### src/hw/rtl/sec2cal_pkg.sv
`timescale 1ns / 1ps
// ----------------------------------------------------------------------------
// sec2cal_pkg
// Shared constants and tables for the seconds-to-calendar pipeline.
// ----------------------------------------------------------------------------
package sec2cal_pkg;

	// Cycles from the accepting edge to the edge that ends the strobe cycle.
	localparam int unsigned LATENCY = 7;

	// Reciprocals for division by constants: q = (x * RECIP) >> SHIFT.
	localparam logic [31:0] RECIP_DIV60  = 32'h8888_8889; // shift 37, x < 2^32
	localparam logic [17:0] RECIP_DIV3   = 18'd174763;    // shift 19, x < 2^18
	localparam logic [16:0] RECIP_DIV7   = 17'd74899;     // shift 19, x < 2^16
	localparam logic [15:0] RECIP_DIV1461 = 16'd45934;    // shift 26, x < 2^16

	localparam logic [5:0]  SECS_PER_MIN   = 6'd60;
	localparam logic [4:0]  HOURS_PER_DAY  = 5'd24;
	localparam logic [2:0]  DAYS_PER_WEEK  = 3'd7;
	localparam logic [10:0] DAYS_PER_GROUP = 11'd1461;
	localparam logic [15:0] EPOCH_WEEKDAY  = 16'd6;       // the epoch day was a Saturday

	// Day within a four-year group at which each year of the group starts.
	localparam logic [10:0] YEAR1_START = 11'd366;
	localparam logic [10:0] YEAR2_START = 11'd731;
	localparam logic [10:0] YEAR3_START = 11'd1096;

	localparam logic [1:0] LEAP_MASK = 2'h3;

	// Day of year on which a month starts; idx 0 is January.
	function automatic logic [8:0] month_start(input logic [3:0] idx, input logic leap);
		logic [8:0] base;
		begin
			case (idx)
				4'd0:    base = 9'd0;
				4'd1:    base = 9'd31;
				4'd2:    base = 9'd59;
				4'd3:    base = 9'd90;
				4'd4:    base = 9'd120;
				4'd5:    base = 9'd151;
				4'd6:    base = 9'd181;
				4'd7:    base = 9'd212;
				4'd8:    base = 9'd243;
				4'd9:    base = 9'd273;
				4'd10:   base = 9'd304;
				4'd11:   base = 9'd334;
				default: base = 9'd0;
			endcase
			// February carries the extra day, so shift every later month.
			if (leap && (idx >= 4'd2)) begin
				base = base + 9'd1;
			end
			return base;
		end
	endfunction

endpackage

### src/hw/rtl/seconds_to_calendar_core.sv
`timescale 1ns / 1ps
// ----------------------------------------------------------------------------
// seconds_to_calendar_core
// Splits a 32-bit count of seconds since 2000-01-01 00:00:00 into time of
// day, weekday and calendar date.
// ----------------------------------------------------------------------------
// done is the stage-7 valid bit; an accepted item passes through stages 1 to 7 in order.
// Throughput: one item per cycle; seven register stages, each holding about
//   one constant-reciprocal multiply or one compare/subtract step.
// busy stays low: the pipeline never stalls, since results cannot be held off.
// Reset clears the stage valid bits only; data registers are not reset.
// ----------------------------------------------------------------------------
module seconds_to_calendar_core (
	input  logic        clk,
	input  logic        arst_n,
	input  logic        start,
	output logic        busy,
	input  logic [31:0] seconds_count,
	output logic        done,
	output logic [5:0]  second_of_minute,
	output logic [5:0]  minute_of_hour,
	output logic [4:0]  hour_of_day,
	output logic [2:0]  weekday,
	output logic [7:0]  year_offset,
	output logic [3:0]  month_number,
	output logic [4:0]  day_of_month
);
	import sec2cal_pkg::*;

	// Valid bits travel alongside the data through every stage.
	logic v_s1, v_s2, v_s3, v_s4, v_s5, v_s6, v_s7;

	// Stage 1: total minutes.
	logic [63:0] mins_prod;
	logic [26:0] mins_s1;
	logic [5:0]  tlo_s1;

	// Stage 2: second field and total hours.
	logic [58:0] hours_prod;
	logic [11:0] sec_prod;
	logic [5:0]  sec_s2;
	logic [20:0] hours_s2;
	logic [5:0]  mlo_s2;

	// Stage 3: minute field and total days.
	logic [35:0] days_prod;
	logic [11:0] min_prod;
	logic [5:0]  sec_s3, min_s3;
	logic [15:0] days_s3;
	logic [4:0]  hlo_s3;

	// Stage 4: hour field, weekday quotient, four-year groups.
	logic [9:0]  hour_prod;
	logic [15:0] days_wk;
	logic [32:0] wk_prod;
	logic [31:0] grp_prod;
	logic [5:0]  sec_s4, min_s4;
	logic [4:0]  hour_s4;
	logic [2:0]  wklo_s4, q7lo_s4;
	logic [5:0]  groups_s4;
	logic [10:0] dlo_s4;

	// Stage 5: weekday and day within the group.
	logic [5:0]  wk_mul;
	logic [16:0] grp_days;
	logic [5:0]  sec_s5, min_s5;
	logic [4:0]  hour_s5;
	logic [2:0]  wday_s5;
	logic [5:0]  groups_s5;
	logic [10:0] rem_s5;

	// Stage 6: year and day within the year.
	logic [1:0]  yig;
	logic [10:0] year_base;
	logic [5:0]  sec_s6, min_s6;
	logic [4:0]  hour_s6;
	logic [2:0]  wday_s6;
	logic [7:0]  year_s6;
	logic [8:0]  doy_s6;
	logic        leap_s6;

	// Stage 7: month and day of month.
	logic [3:0]  mon_idx;
	logic [8:0]  mon_base;
	logic [8:0]  dom_wide;
	logic [5:0]  sec_s7, min_s7;
	logic [4:0]  hour_s7;
	logic [2:0]  wday_s7;
	logic [7:0]  year_s7;
	logic [3:0]  month_s7;
	logic [4:0]  dom_s7;

	assign busy = 1'b0;

	// Advance the valid bits every cycle; nothing ever waits.
	always_ff @(posedge clk or negedge arst_n) begin
		if (!arst_n) begin
			v_s1 <= 1'b0;
			v_s2 <= 1'b0;
			v_s3 <= 1'b0;
			v_s4 <= 1'b0;
			v_s5 <= 1'b0;
			v_s6 <= 1'b0;
			v_s7 <= 1'b0;
		end else begin
			v_s1 <= start && !busy;
			v_s2 <= v_s1;
			v_s3 <= v_s2;
			v_s4 <= v_s3;
			v_s5 <= v_s4;
			v_s6 <= v_s5;
			v_s7 <= v_s6;
		end
	end

	// Stage 1: minutes = seconds / 60 by reciprocal multiply.
	assign mins_prod = 64'(seconds_count) * 64'(RECIP_DIV60);

	always_ff @(posedge clk) begin
		mins_s1 <= mins_prod[63:37];
		tlo_s1  <= seconds_count[5:0];
	end

	// Stage 2: seconds field from the low bits only (the remainder is below 64);
	// hours = minutes / 60 with the same reciprocal.
	assign sec_prod   = 12'(mins_s1[5:0]) * 12'(SECS_PER_MIN);
	assign hours_prod = 59'(mins_s1) * 59'(RECIP_DIV60);

	always_ff @(posedge clk) begin
		sec_s2   <= tlo_s1 - sec_prod[5:0];
		hours_s2 <= hours_prod[57:37];
		mlo_s2   <= mins_s1[5:0];
	end

	// Stage 3: minutes field; days = (hours / 8) / 3.
	assign min_prod  = 12'(hours_s2[5:0]) * 12'(SECS_PER_MIN);
	assign days_prod = 36'(hours_s2[20:3]) * 36'(RECIP_DIV3);

	always_ff @(posedge clk) begin
		sec_s3  <= sec_s2;
		min_s3  <= mlo_s2 - min_prod[5:0];
		days_s3 <= days_prod[34:19];
		hlo_s3  <= hours_s2[4:0];
	end

	// Stage 4: hours field; quotient for the weekday; count four-year groups.
	assign hour_prod = 10'(days_s3[4:0]) * 10'(HOURS_PER_DAY);
	assign days_wk   = days_s3 + EPOCH_WEEKDAY;
	assign wk_prod   = 33'(days_wk) * 33'(RECIP_DIV7);
	assign grp_prod  = 32'(days_s3) * 32'(RECIP_DIV1461);

	always_ff @(posedge clk) begin
		sec_s4    <= sec_s3;
		min_s4    <= min_s3;
		hour_s4   <= hlo_s3 - hour_prod[4:0];
		wklo_s4   <= days_wk[2:0];
		q7lo_s4   <= wk_prod[21:19];
		groups_s4 <= grp_prod[31:26];
		dlo_s4    <= days_s3[10:0];
	end

	// Stage 5: weekday and day within the group, both from low bits only.
	assign wk_mul   = 6'(q7lo_s4) * 6'(DAYS_PER_WEEK);
	assign grp_days = 17'(groups_s4) * 17'(DAYS_PER_GROUP);

	always_ff @(posedge clk) begin
		sec_s5    <= sec_s4;
		min_s5    <= min_s4;
		hour_s5   <= hour_s4;
		wday_s5   <= wklo_s4 - wk_mul[2:0];
		groups_s5 <= groups_s4;
		rem_s5    <= dlo_s4 - grp_days[10:0];
	end

	// Stage 6: pick the year within the group; the first year of a group is leap.
	always_comb begin
		if (rem_s5 >= YEAR3_START) begin
			yig       = 2'd3;
			year_base = YEAR3_START;
		end else if (rem_s5 >= YEAR2_START) begin
			yig       = 2'd2;
			year_base = YEAR2_START;
		end else if (rem_s5 >= YEAR1_START) begin
			yig       = 2'd1;
			year_base = YEAR1_START;
		end else begin
			yig       = 2'd0;
			year_base = 11'd0;
		end
	end

	always_ff @(posedge clk) begin
		sec_s6  <= sec_s5;
		min_s6  <= min_s5;
		hour_s6 <= hour_s5;
		wday_s6 <= wday_s5;
		year_s6 <= {groups_s5, yig};
		doy_s6  <= 9'(rem_s5 - year_base);
		leap_s6 <= (yig & LEAP_MASK) == 2'd0;
	end

	// Stage 7: count the months whose start the day of year has reached.
	always_comb begin
		mon_idx = 4'd0;
		for (int k = 1; k < 12; k++) begin
			if (doy_s6 >= month_start(4'(k), leap_s6)) begin
				mon_idx = mon_idx + 4'd1;
			end
		end
		mon_base = month_start(mon_idx, leap_s6);
		dom_wide = doy_s6 - mon_base + 9'd1;
	end

	always_ff @(posedge clk) begin
		sec_s7   <= sec_s6;
		min_s7   <= min_s6;
		hour_s7  <= hour_s6;
		wday_s7  <= wday_s6;
		year_s7  <= year_s6;
		month_s7 <= mon_idx + 4'd1;
		dom_s7   <= dom_wide[4:0];
	end

	// Drive the result ports straight from the last stage.
	assign done             = v_s7;
	assign second_of_minute = sec_s7;
	assign minute_of_hour   = min_s7;
	assign hour_of_day      = hour_s7;
	assign weekday          = wday_s7;
	assign year_offset      = year_s7;
	assign month_number     = month_s7;
	assign day_of_month     = dom_s7;

endmodule

### config.mk
export PLATFORM = sky130hd
export DESIGN_NAME = seconds_to_calendar_core
export DESIGN_NICKNAME = d
export VERILOG_FILES = /design/src/hw/rtl/sec2cal_pkg.sv /design/src/hw/rtl/seconds_to_calendar_core.sv
export SDC_FILE = /design/constraint.sdc
export NUM_CORES = 2
export LEC_CHECK = 0
export BUFFER_PORTS_ARGS = -buffer_cell sky130_fd_sc_hd__buf_2
export CORE_MARGIN = 2
export CORE_UTILIZATION = 40
export CTS_CLUSTER_SIZE = 14
export DETAILED_ROUTE_END_ITERATION = 10
export GPL_TIMING_DRIVEN = 1
export HOLD_SLACK_MARGIN = 0.12
export PLACE_DENSITY = 0.64
export SKIP_CTS_REPAIR_TIMING = 1
export SYNTH_ARGS = -nofsm -noshare
export SYNTH_HDL_FRONTEND = slang
export SYNTH_SLANG_ARGS = --single-unit
### constraint.sdc
create_clock -name clk -period 25.8 [get_ports clk]
set_clock_uncertainty 0.15 [all_clocks]
set_input_delay 1.29 -clock clk [delete_from_list [all_inputs] [get_ports clk]]
set_output_delay 1.29 -clock clk [all_outputs]
set_load 0.05 [all_outputs]
Word-level counts from Yosys, hierarchy flattened
Memories as Yosys holds them, arrays and structs flattened.
Cells that the tools add are included.
{ "op_classes": {"n_addsub": 21, "multipliers": 10, "order_cmp": 15, "muxes": 28, "reduce_logical": 2} }
{ "ops": {"columns": ["cell", "count"], "rows": [
  ["$mul A32 B32 Y64 const B", 1],
  ["$mul A27 B32 Y58 const B", 1],
  ["$add A4 B1 Y4 const B", 11],
  ["$mux W4", 11],
  ["$ge A9 B8 Y1", 4],
  ["$mul A18 B18 Y35 const B", 1],
  ["$mul A16 B15 Y31 const B", 1],
  ["$ge A9 B9 Y1", 3],
  ["$mux W9", 3],
  ["$mul A16 B17 Y22 const B", 1],
  ["$ge A9 B7 Y1", 2],
  ["$add A16 B3 Y16 const B", 1],
  ["$mul A6 B4 Y4 const B", 2],
  ["$sub A6 B6 Y6", 2],
  ["$ge A11 B10 Y1 const B", 1],
  ["$ge A11 B11 Y1 const B", 1],
  ["$ge A11 B9 Y1 const B", 1],
  ["$mul A6 B11 Y11 const B", 1],
  ["$sub A11 B11 Y11", 1],
  ["$add A5 B1 Y5 const B", 2],
  ["$sub A5 B5 Y5", 2],
  ["$ge A9 B5 Y1 const B", 1],
  ["$ge A9 B6 Y1", 1],
  ["$sub A9 B9 Y9", 1],
  ["other kinds (10)", 20]
]} }
{ "word_totals": {"regBits": 258, "mem_bits_ro": 144, "input_bits": 35, "output_inout_bits": 39, "word_cells": 120, "memories": 1} }
{ "memory_table": {"columns": ["memory", "depth", "word_bits", "rd", "rd_ports_with_merged_regs", "write_ports", "line", "text"], "rows": [
  ["(name not given)", 16, 9, 1, 0, 0, "sec2cal_pkg.sv:34", "case (idx)"]
]} }

Logic depth before layout (Yosys ltp)
{ "depth": {"ltp_word": 27, "depth_mapped": 50, "depth_no_buf": 50} }

Worst setup path after synthesis
OpenSTA, ideal clock, no wires.
{ "synth_timing": {"path_kind": "reg2reg", "startpoint": "reg leap_s6", "endpoint": "reg dom_s7[4] (netlist: day_of_month[4])", "setup_ps": 72, "arrival_ps": 8919, "required_ps": 25578, "slack_ps": 16659, "path_stages_with_launch": 49, "path_buffers": 0, "period_less_slack_ps": 9141, "cell_sequence": "dfxtp_1 -> inv_1 -> ha_1 -> nor2b_1 -> o31a_1 -> o21ai_0 -> inv_1 -> ha_1 -> o21a_1 -> a22oi_2 -> ha_1 -> nand2b_1 -> o21a_1 -> ha_1 -> nand3_1 -> nand2_1 -> ha_1 -> nand2_1 -> (+13 left out) -> o31ai_1 -> o21a_1 -> ha_1 -> mux2_2 -> ha_1 -> and3_1 -> or2_1 -> ha_1 -> inv_1 -> nor2_1 -> xnor2_1 -> ha_1 -> ha_1 -> a21o_1 -> a21oi_1 -> xnor2_1 -> xnor2_1 -> xnor2_1"} }
{ "synth_between": {"elab_chain_len": 26, "elab_cells_between_ends": 46, "cone_classes": "add/sub: 12; order compare: 11; mux: 21; reduce/logical: 1; memory: 1"} }
{ "synth_rtl": {"columns": ["element", "line", "text"], "rows": [
  ["start: declaration", "seconds_to_calendar_core.sv:80", "logic leap_s6;"],
  ["start signal: assignment", "seconds_to_calendar_core.sv:199", "leap_s6 <= (yig & LEAP_MASK) == 2'd0;"],
  ["$mux W3", "sec2cal_pkg.sv:50", "if (leap && (idx >= 4'd2)) begin"],
  ["$ge A9 B6 Y1", "seconds_to_calendar_core.sv:206", "if (doy_s6 >= month_start(4'(k), leap_s6)) begin"],
  ["$mux W4", "seconds_to_calendar_core.sv:206", null],
  ["$add A4 B1 Y4", "seconds_to_calendar_core.sv:207", "mon_idx = mon_idx + 4'd1;"],
  ["$mux W4", "seconds_to_calendar_core.sv:206", null],
  ["$add A4 B1 Y4", "seconds_to_calendar_core.sv:207", null],
  ["$mux W4", "seconds_to_calendar_core.sv:206", null],
  ["$add A4 B1 Y4", "seconds_to_calendar_core.sv:207", null],
  ["(+11 left out)", null, null],
  ["$add A4 B1 Y4", "seconds_to_calendar_core.sv:207", null],
  ["$mux W4", "seconds_to_calendar_core.sv:206", null],
  ["$mem_v2 Z16 W9 / $ge A4 B2 Y1 (equally long branches)", null, null],
  ["$add A5 B1 Y5 / $logic_and A1 B1 Y1 (equally long branches)", "sec2cal_pkg.sv:51, sec2cal_pkg.sv:50", null],
  ["$mux W5 (*)", "sec2cal_pkg.sv:50", null],
  ["$sub A5 B5 Y5 (*)", "seconds_to_calendar_core.sv:211", "dom_wide = doy_s6 - mon_base + 9'd1;"],
  ["$add A5 B1 Y5 (*)", "seconds_to_calendar_core.sv:211", null],
  ["net dom_wide[4]", "seconds_to_calendar_core.sv:85", "logic [8:0] dom_wide;"],
  ["end signal: assignment", "seconds_to_calendar_core.sv:221", "dom_s7 <= dom_wide[4:0];"],
  ["end: declaration", "seconds_to_calendar_core.sv:91", "logic [4:0] dom_s7;"]
]} }
Mark *: on every way through the listed nets, which the timed path passes. The rest lies on a longest branch.

Final worst setup path
Ends and elaborated chain as after synthesis.

==> results by group <==
Place
  • Detailed Place HPWL: 63.2 mm
  • Number of port buffers: 72
  • RePlAce Congestion: 0.881

Layout
  • Antenna diode instance count: 0
  • P&R area growth vs syn: 7.19%
  • Commonest non-fill, non-tap cells in the layout: 913 x inv_1, 911 x ha_1, 532 x fa_1
  • Layout cells sized above 1: 4.12%
  • FF+latch area: 5180 µm²
  • Fin nets: 5032
  • Area of the multi-input gates: 27600 µm²
  • Commonest non-fill, non-tap cell in the layout: inv_1
  • Fill count: 8684

Worst setup path
  • Startpoint types: register
  • Worst path most repeated cell: ha_1
  • CP max FO: 8
  • CP max stage delay: 0.48 ns
  • Slowest CP cell: dfxtp_1
  • CP Capture Type: register
  • WP data required: 26.13 ns
  • Crit path DAT: 10.41 ns
  • Crit Path Category: reg -> reg

Clock tree
  • Total CTS buffers: 27
  • Clk slew on worst S/H paths: 0.06 ns
  • Clock Sinks: 257
  • Max H-tree Level: 1
  • CTS Root Buffer Type: clkbuf_16
  • Worst-Skew Late Latency: 0.56 ns
  • Clk buf depth: 3
  • TritonCTS clock tree: done

Floorplanning
  • Core Rows: 110
  • # IOs: 74
  • Core area: 90000 µm²
  • Die W: 305 µm
  • Initial Utilization: 40.4%
  • Chip height: 305 µm
  • Total die area: 93200 µm²

Timing
  • Upper clock frequency limit: 99.3 MHz
  • Final hold viol count: 0
  • Slew HR: 36.3%
  • Final worst-path cycle share: 39.0%
  • RSZ-0062 raised after global routing: false
  • Setup TNS: 0 ns
  • Slew Limit Fails: 0
  • Worst-Margin Slew: 0.931 ns
  • Fin crit period: 10.07 ns
  • # setup viols final: 0

Routing
  • Drt initial violations: 769
  • Vias per cell: 4.78
  • Total Wirelength: 71.3 mm
  • DR DRC count: 0
  • Final ANT Viol Nets: 0
  • DR WL/cell: 15.0 µm
  • Drt pass-1 iters: 5
  • Via count: 22683

Synth
  • Synth Instances: 3464
  • Synth Area in XOR/XNOR: 4.16%
  • Syn Nets: 4942
  • Simple-gate share of the synthesized area: 4.30%
  • Ys flop type: dfxtp_1
  • Post-synth ARST share: 2.72%
  • Sequential fraction of the synthesis area: 14.3%
  • Largest family of logic cells by synthesized area: adder cells
  • Ys Warns: 0
  • Netlist cell types: 79
  • Synth Area in Compound Gates: 6.68%
  • Flops & latches, synth: 257
  • Post-synthesis adder-cell area fraction: 60.7%
  • Mapped Area: 36300 µm²
  • Avg Synthesized Cell Area: 10.5 µm²
  • Number of flops mapped to enable cells by yosys: 0
  • Mux contribution to synthesized area: 0.186%

Global routing
  • Initial antenna violation count: 1
  • Vias in the first global route: 24434
  • Gr ovfl total: 0
  • First-pass GRT wire length: 123 mm
  • Largest net degree at the start of global routing: 18
  • GRT Overall Usage: 16.1%

Job
  • Max-cap violations: 0

Run status
  • Status: complete, no violations

Worst hold path
  • Type of the most critical hold path: reg -> reg
==> cell families (layout without fill, tap and decap cells) <==
family	count (synthesis)	count (layout)
and+or+nand+nor	307	307
AOI/OAI and AO/OA	360	360
adders and majority gates	1443	1443
other	1	1
buffers and inverters	927	1035
DFF	257	257
xor gates and xnor gates	163	163
muxes	6	6
==> path summary, 6_finish.rpt <==
kind                               startpoint                 endpoint  slack (ns)  cells past startpoint
setup / recovery              leap_s6$_DFF_P_  day_of_month[4]$_DFF_P_       15.73                     48
hold / removal             wday_s5[0]$_DFF_P_       wday_s6[0]$_DFF_P_        0.17                      0
setup reg to reg              leap_s6$_DFF_P_  day_of_month[4]$_DFF_P_       15.73                     48
hold reg to reg            wday_s5[0]$_DFF_P_       wday_s6[0]$_DFF_P_        0.17                      0
max in group asynchronous              arst_n           v_s5$_DFF_PN0_       24.91                      1
min in group asynchronous              arst_n           done$_DFF_PN0_        0.42                      1
==> layer usage <==
layer / routed length (µm) / vias up / GRT usage [%] / share of wire, %
met4: 1490 / 0 / 3.59 / 2.1
met5: 0 / - / 0 / 0
met2: 33500 / 289 / 27.4 / 47
met1: 34200 / 11054 / 22.3 / 48
li1: - / 11262 / - / -
met3: 2130 / 78 / 1.38 / 3.0
==> critical path, delay by kind of cell, from the launching register on <==
family / cells / cell delay, ns
fa+ha+maj: 14 / 4.24
compound gates: 11 / 1.95
simple gates: 15 / 1.91
xor+xnor: 4 / 0.61
flops: 1 / 0.48
buf+inv: 3 / 0.34
mux: 1 / 0.32
==> cell usage after synthesis, types with 22 or more instances <==
| library cell | n | share of area [%] |
|---|---|---|
| dfxtp_1 | 250 | 14 |
| nand3_1 | 28 | 0.39 |
| o21ai_0 | 44 | 0.61 |
| inv_1 | 913 | 9.4 |
| nor2b_1 | 24 | 0.41 |
| a21o_1 | 72 | 1.5 |
| nand2_1 | 60 | 0.62 |
| a21oi_1 | 106 | 1.5 |
| ha_1 | 911 | 31 |
| nor2_1 | 76 | 0.79 |
| fa_1 | 532 | 29 |
| nor3_1 | 22 | 0.30 |
| xnor2_1 | 114 | 2.7 |
| xor2_1 | 43 | 1.0 |
| o21a_1 | 29 | 0.60 |
==> state kept, by name, indices dropped and copies added, names as in the netlist, 8 cells and up <==
name / count
mins_s1: 27
hours_s2: 21
days_s3: 16
dlo_s4: 11
rem_s5: 11
doy_s6: 9
year_offset: 8
year_s6: 8
==> area by class of cell <==
class | instances | share of cell area, %
multi-input combinational | 2280 | 70.9
sequential | 257 | 13.3
inverter | 914 | 8.81
tap | 1176 | 3.78
clock buffer | 31 | 1.80
timing repair buffer | 74 | 0.964
clock inverter | 16 | 0.411
==> metrics by stage <==
step,cell area (µm²),instances,setup WS (ns),utilization [%],hold WS (ns)
final,38900,4748,15.73,43.3,0.172
after global routing,38900,4748,14.88,43.3,0.177
after CTS,38900,4748,15.67,43.3,0.174
after detailed placement,38100,4701,15.72,42.3,0.162
after global placement,38100,4701,15.95,42.3,0.160
after floorplan,36300,3464,16.66,-,0.160
Power is not shown: default switching activity piles up to over one toggle a cycle in this logic, so the estimate is an artifact.
